### src/rtl/rpd_pkg.sv
package rpd_pkg;

    localparam int RENORM_PERIOD = 64;
    localparam int CNT_W = $clog2(RENORM_PERIOD);
    localparam logic [CNT_W-1:0] CNT_LAST = CNT_W'(RENORM_PERIOD - 1);

    localparam logic [1:0] CMD_ROTATE  = 2'd0;
    localparam logic [1:0] CMD_ADVANCE = 2'd1;
    localparam logic [1:0] CMD_RESET   = 2'd2;
    localparam logic [1:0] CMD_SPARE   = 2'd3;   // unused code, changes nothing

    localparam logic REG_STEP_SIN = 1'b0;
    localparam logic REG_STEP_COS = 1'b1;

    localparam logic signed [19:0] Q14_ONE = 20'sd16384;
    localparam logic signed [19:0] ACC_MAX = 20'sd524287;
    localparam logic signed [19:0] ACC_MIN = -20'sd524288;

    // Controller to datapath commands
    typedef struct packed {
        logic load_in;    // capture input transfer
        logic rotate;     // compute rotated sample from current phasor
        logic mul_c;      // phasor step, cosine product pair
        logic mul_s;      // phasor step, sine product pair and update
        logic sqrt_init;  // load magnitude squared into root unit
        logic sqrt_step;  // one root iteration
        logic div_init;   // start divisions
        logic div_step;   // one quotient bit
        logic div_done;   // write back normalized phasor
        logic reset_ph;   // phasor to (1,0)
        logic load_out;   // publish result
    } ctl_t;

    // Datapath to controller status
    typedef struct packed {
        logic [1:0] cmd;
        logic       cnt_zero;   // remaining advance count is zero
        logic       renorm_due; // period counter wrapped on last phasor step
        logic       mag_zero;
        logic       sqrt_last;
        logic       root_zero;
        logic       div_last;
    } sts_t;

    function automatic logic signed [19:0] sat20(input logic signed [47:0] v);
        if (v > 48'(ACC_MAX)) return ACC_MAX;
        if (v < 48'(ACC_MIN)) return ACC_MIN;
        return v[19:0];
    endfunction

    function automatic logic signed [15:0] sat16(input logic signed [47:0] v);
        if (v > 48'sd32767) return 16'sh7FFF;
        if (v < -48'sd32768) return 16'sh8000;
        return v[15:0];
    endfunction

endpackage

### src/rtl/rpd_ctrl.sv
module rpd_ctrl (
    input  logic          aclk,
    input  logic          aresetn,
    input  logic          s_valid,
    output logic          s_ready,
    output logic          m_valid,
    input  logic          m_ready,
    input  rpd_pkg::sts_t sts,
    output rpd_pkg::ctl_t ctl
);

    localparam logic [3:0] ST_IDLE = 4'd0;
    localparam logic [3:0] ST_DEC  = 4'd1;
    localparam logic [3:0] ST_MC   = 4'd2;
    localparam logic [3:0] ST_MS   = 4'd3;
    localparam logic [3:0] ST_SQ0  = 4'd4;
    localparam logic [3:0] ST_SQ1  = 4'd5;
    localparam logic [3:0] ST_SQ   = 4'd6;
    localparam logic [3:0] ST_DI   = 4'd7;
    localparam logic [3:0] ST_DV   = 4'd8;
    localparam logic [3:0] ST_OUT  = 4'd9;
    localparam logic [3:0] ST_CHK  = 4'd10;

    logic [3:0] state_reg, state_next;
    logic       mv_reg, mv_next;
    logic       sq_phase;

    // next item may be taken while a finished result waits in the output register
    assign s_ready = (state_reg == ST_IDLE);
    assign m_valid = mv_reg;
    assign sq_phase = (state_reg == ST_SQ0);

    always_comb begin
        state_next = state_reg;
        mv_next    = mv_reg && !m_ready;
        ctl        = '0;
        case (state_reg)
            ST_IDLE: begin
                if (s_valid && s_ready) begin
                    ctl.load_in = 1'b1;
                    state_next  = ST_DEC;
                end
            end
            ST_DEC: begin
                if (sts.cmd == rpd_pkg::CMD_ROTATE) begin
                    ctl.rotate = 1'b1;
                    state_next = ST_MC;
                end else if (sts.cmd == rpd_pkg::CMD_ADVANCE) begin
                    state_next = ST_CHK;
                end else begin
                    ctl.reset_ph = (sts.cmd == rpd_pkg::CMD_RESET);
                    state_next   = ST_OUT;
                end
            end
            ST_CHK: state_next = sts.cnt_zero ? ST_OUT : ST_MC;
            ST_MC: begin
                ctl.mul_c  = 1'b1;
                state_next = ST_MS;
            end
            ST_MS: begin
                ctl.mul_s  = 1'b1;
                state_next = ST_SQ1;
            end
            ST_SQ1: begin
                // renorm check after counter update
                if (sts.renorm_due) state_next = ST_SQ0;
                else if (sts.cmd == rpd_pkg::CMD_ADVANCE) state_next = ST_CHK;
                else state_next = ST_OUT;
            end
            ST_SQ0: begin
                ctl.mul_c     = 1'b0;
                ctl.sqrt_init = 1'b1;
                state_next    = ST_SQ;
            end
            ST_SQ: begin
                if (sts.sqrt_last) begin
                    state_next = sts.root_zero ? ST_SQ1 : ST_DI;
                    if (sts.root_zero)
                        state_next = (sts.cmd == rpd_pkg::CMD_ADVANCE) ? ST_CHK : ST_OUT;
                end else begin
                    ctl.sqrt_step = 1'b1;
                end
            end
            ST_DI: begin
                ctl.div_init = 1'b1;
                state_next   = ST_DV;
            end
            ST_DV: begin
                if (sts.div_last) begin
                    ctl.div_done = 1'b1;
                    state_next = (sts.cmd == rpd_pkg::CMD_ADVANCE) ? ST_CHK : ST_OUT;
                end else begin
                    ctl.div_step = 1'b1;
                end
            end
            ST_OUT: begin
                if (!mv_reg || m_ready) begin
                    ctl.load_out = 1'b1;
                    mv_next      = 1'b1;
                    state_next   = ST_IDLE;
                end
            end
            default: state_next = ST_IDLE;
        endcase
        if (sq_phase) ctl.mul_c = 1'b0;
    end

    always_ff @(posedge aclk) begin
        if (!aresetn) begin
            state_reg <= ST_IDLE;
            mv_reg    <= 1'b0;
        end else begin
            state_reg <= state_next;
            mv_reg    <= mv_next;
        end
    end

    a_one_out: assert property (@(posedge aclk) disable iff (!aresetn)
        ctl.load_out |-> state_reg == ST_OUT) else $error("output load outside OUT");
    a_no_accept_busy: assert property (@(posedge aclk) disable iff (!aresetn)
        (state_reg != ST_IDLE) |-> !s_ready) else $error("ready while busy");
    a_out_valid: assert property (@(posedge aclk) disable iff (!aresetn)
        ctl.load_out |=> mv_reg) else $error("result lost");

endmodule

### config.mk
export PLATFORM = sky130hd
export DESIGN_NAME = rpd_ctrl
export DESIGN_NICKNAME = d
export VERILOG_FILES = /design/src/rtl/rpd_pkg.sv /design/src/rtl/rpd_ctrl.sv
export SDC_FILE = /design/constraint.sdc
export NUM_CORES = 1
export LEC_CHECK = 0
export BUFFER_PORTS_ARGS = -buffer_cell sky130_fd_sc_hd__buf_2
export CAP_MARGIN = 40
export CORE_AREA = 2 2 39 41
export CTS_CLUSTER_DIAMETER = 200
export CTS_CLUSTER_SIZE = 10
export DETAILED_ROUTE_END_ITERATION = 8
export DIE_AREA = 0 0 41 43
export PLACE_DENSITY = 0.75
export SLEW_MARGIN = 25
export SYNTH_ARGS = -nofsm -noshare
export SYNTH_HDL_FRONTEND = slang
export SYNTH_SLANG_ARGS = --single-unit
export TNS_END_PERCENT = 30
### constraint.sdc
create_clock -name aclk -period 1.8 [get_ports aclk]
set_input_delay 0.27 -clock aclk [delete_from_list [all_inputs] [get_ports aclk]]
set_output_delay 0.27 -clock aclk [all_outputs]
set_load 0.01 [all_outputs]
==> reports/qor.yml <==
yosys:
  synth.distinct_cells: 28
  synth_top_area_share: 0.190
  synth.avg_cell_area_um2: 6.50
  synth_cells: 81
  yosys.area.top_type: "dfxtp_1"
  ys_ff_latch: 5
  async_flop_share: 0
  synth-edff-count: 0
  synth_nets: 93
  yosys_warnings: 0
  yosysSeqAreaShare: 0.190
  synthesis.area_um2: 527
  synth_area_leaders: "dfxtp_1 19%, nand2b_1 9.5%, nor2_1 9.3%"
  synth_flop_cell: "dfxtp_1"
power_and_ir_drop:
  p_per_area_nw_per_um2: 1240
  power.share.switching: 0.429
  intPower_w: 0.000525
  clock_power_share: 0.144
  irDropWorstVdd_uv: 588
  seqPwrFrac: 0.225
  p_sw_w: 0.000394
  p_leak_nw: 0.347
  combPwrFrac: 0.631
routing:
  post-route-drc-count: 0
  routed_wl_mm: 1.54
  avgRoutedWirePerCell_um: 12.2
  vias: 687
  drt_iter0_drc: 32
  avgViaCountPerCell: 5.45
  firstDrtPassIters: 5
  antenna_left: 0
worst_setup_path:
  crit_arrival_ns: 1.47
  crit_type: "reg -> out"
  cp-end-kind: "output pin"
  critical_path_required_ns: 1.53
  critPathLaunchType: "flip-flop"
  crit_fanout: 14
global_routing:
  grt_antenna_before_repair: 0
  grt_pass1_vias: 576
  grt_use_total: 0.186
  grt_overflow: 0
  grt_first_pass_wirelength_mm: 2.31
  grt_max_degree: 15
worst_hold_path:
  hp-class: "in -> reg"
timing:
  setup_violations: 0
  slew_headroom: 0.703
  skew_ns: 0.00974
  post-route-min-period_ns: 1.74
  period_share: 0.968
  slew_violations: 0
  hold_violations: 0
  worstMarginPinSlew_ns: 0.434
  fmax_mhz: 574
clock_network:
  cts_tree: "built"
  numClockSinks: 5
  cts_root_buf: "clkbuf_4"
  clk_pin_slew_worst_paths_ns: 0.05
  clk_path_buf_depth: 2
  clkLatencyLatePin_ns: 0.25
  cts_max_level: 1
  cts_buffers: 3
placed_design:
  dp.cells: 119
  dpl_cell_area_um2: 671
  place.gp.congestion: 0.817
  dpl.hpwl_mm: 1.11
  port-buffer-count: 23
floorplanning:
  rows: 14
  die_h_um: 43
  io_pins: 25
  start_util: 0.381
  fp.dieW_um: 41
  dieArea_um2: 1760
  design.core.area_um2: 1380
finish:
  layout-drive-gt1-share: 0.364
  fin_area_um2: 743
  antenna_cells: 0
  instances_no_fill: 126
  final_common_cell: "buf_2"
  syn2layout_area_growth_pct: 41.1
  final_cell_mix: "23 x buf_2, 12 x nor2_1, 9 x a21oi_1"
  fin_nets: 123
  largest_reg_flops: 4
status:
  outcome: "finished clean"
run:
  cap_violations: 0
-- power groups by stage --
| stage | Clock [W] | Combinational, W | Sequential (W) |
|---|---|---|---|
| after floorplan | 0 | 0.000387 | 0.000170 |
| after global placement | 0 | 0.000516 | 0.000198 |
| after detailed placement | 0 | 0.000525 | 0.000198 |
| after CTS | 0.000136 | 0.000527 | 0.000196 |
| after global routing | 0.000146 | 0.000636 | 0.000214 |
| final | 0.000132 | 0.000580 | 0.000207 |
-- Yosys cell counts, types with 2 or more instances --
cell	number
o21ai_0	5
nor3_1	6
nand2b_1	8
nand2_1	4
buf_2	2
dfxtp_1	5
clkbuf_1	3
inv_1	3
and2_1	2
a21oi_1	9
nor2_1	13
nor2b_1	5
-- final cells by class --
type,instances,area (um2)
inverters,3,11.3
multi-input cells,67,398
flip-flops and latches,5,109
clock buffers,4,26.3
repair buffers,31,179
fillers,140,641
well taps,16,20.0
-- kinds of logic (layout without fill, tap and decap cells) --
kind of cell,after synthesis,after routing,synth area share
flops,5,5,0.190
mux,1,1,0.0214
simple gates,43,43,0.430
buf+inv,9,38,0.0760
compound gates,23,23,0.283
-- per-layer routing --
layer,GRT usage,share of wire
met1,0.241,0.41
met2,0.294,0.53
met3,0.0628,0.056
met4,0.0267,0
met5,0,0
-- stage by stage --
step                setup TNS, ns  setup slack [ns]   util  hold slack, ns  power, W
floorplan                       0             0.286      -           0.408  0.000557
global placement                0             0.186  0.485           0.531  0.000714
detailed placement              0             0.166  0.485           0.549  0.000723
CTS                             0           0.00778  0.504           0.295  0.000859
global route              -0.0409           -0.0409  0.537           0.321  0.000997
finish                          0            0.0580  0.537           0.296  0.000919
-- final timing paths --
check	from	end	slack, ns	cells past startpoint
max	state_reg[3]	ctl[1]	0.06	4
min reg2reg	m_valid	m_valid	0.56	2
min	aresetn	state_reg[1]	0.30	3
max reg2reg	state_reg[0]	state_reg[1]	0.20	6
-- repair_timing --
action	in CTS	in global routing
resized for setup	0	9
buffers inserted	0	3
endpoints found under the setup margin	0	8
hold buffers	0	0
-- critical path: stages, from the launching register on --
cell     delay (ns)
dfxtp_1        0.32
buf_6          0.14
or4_4          0.53
nor2_4         0.11
buf_2          0.12
Note: power is estimated with default switching activity, not from simulation.
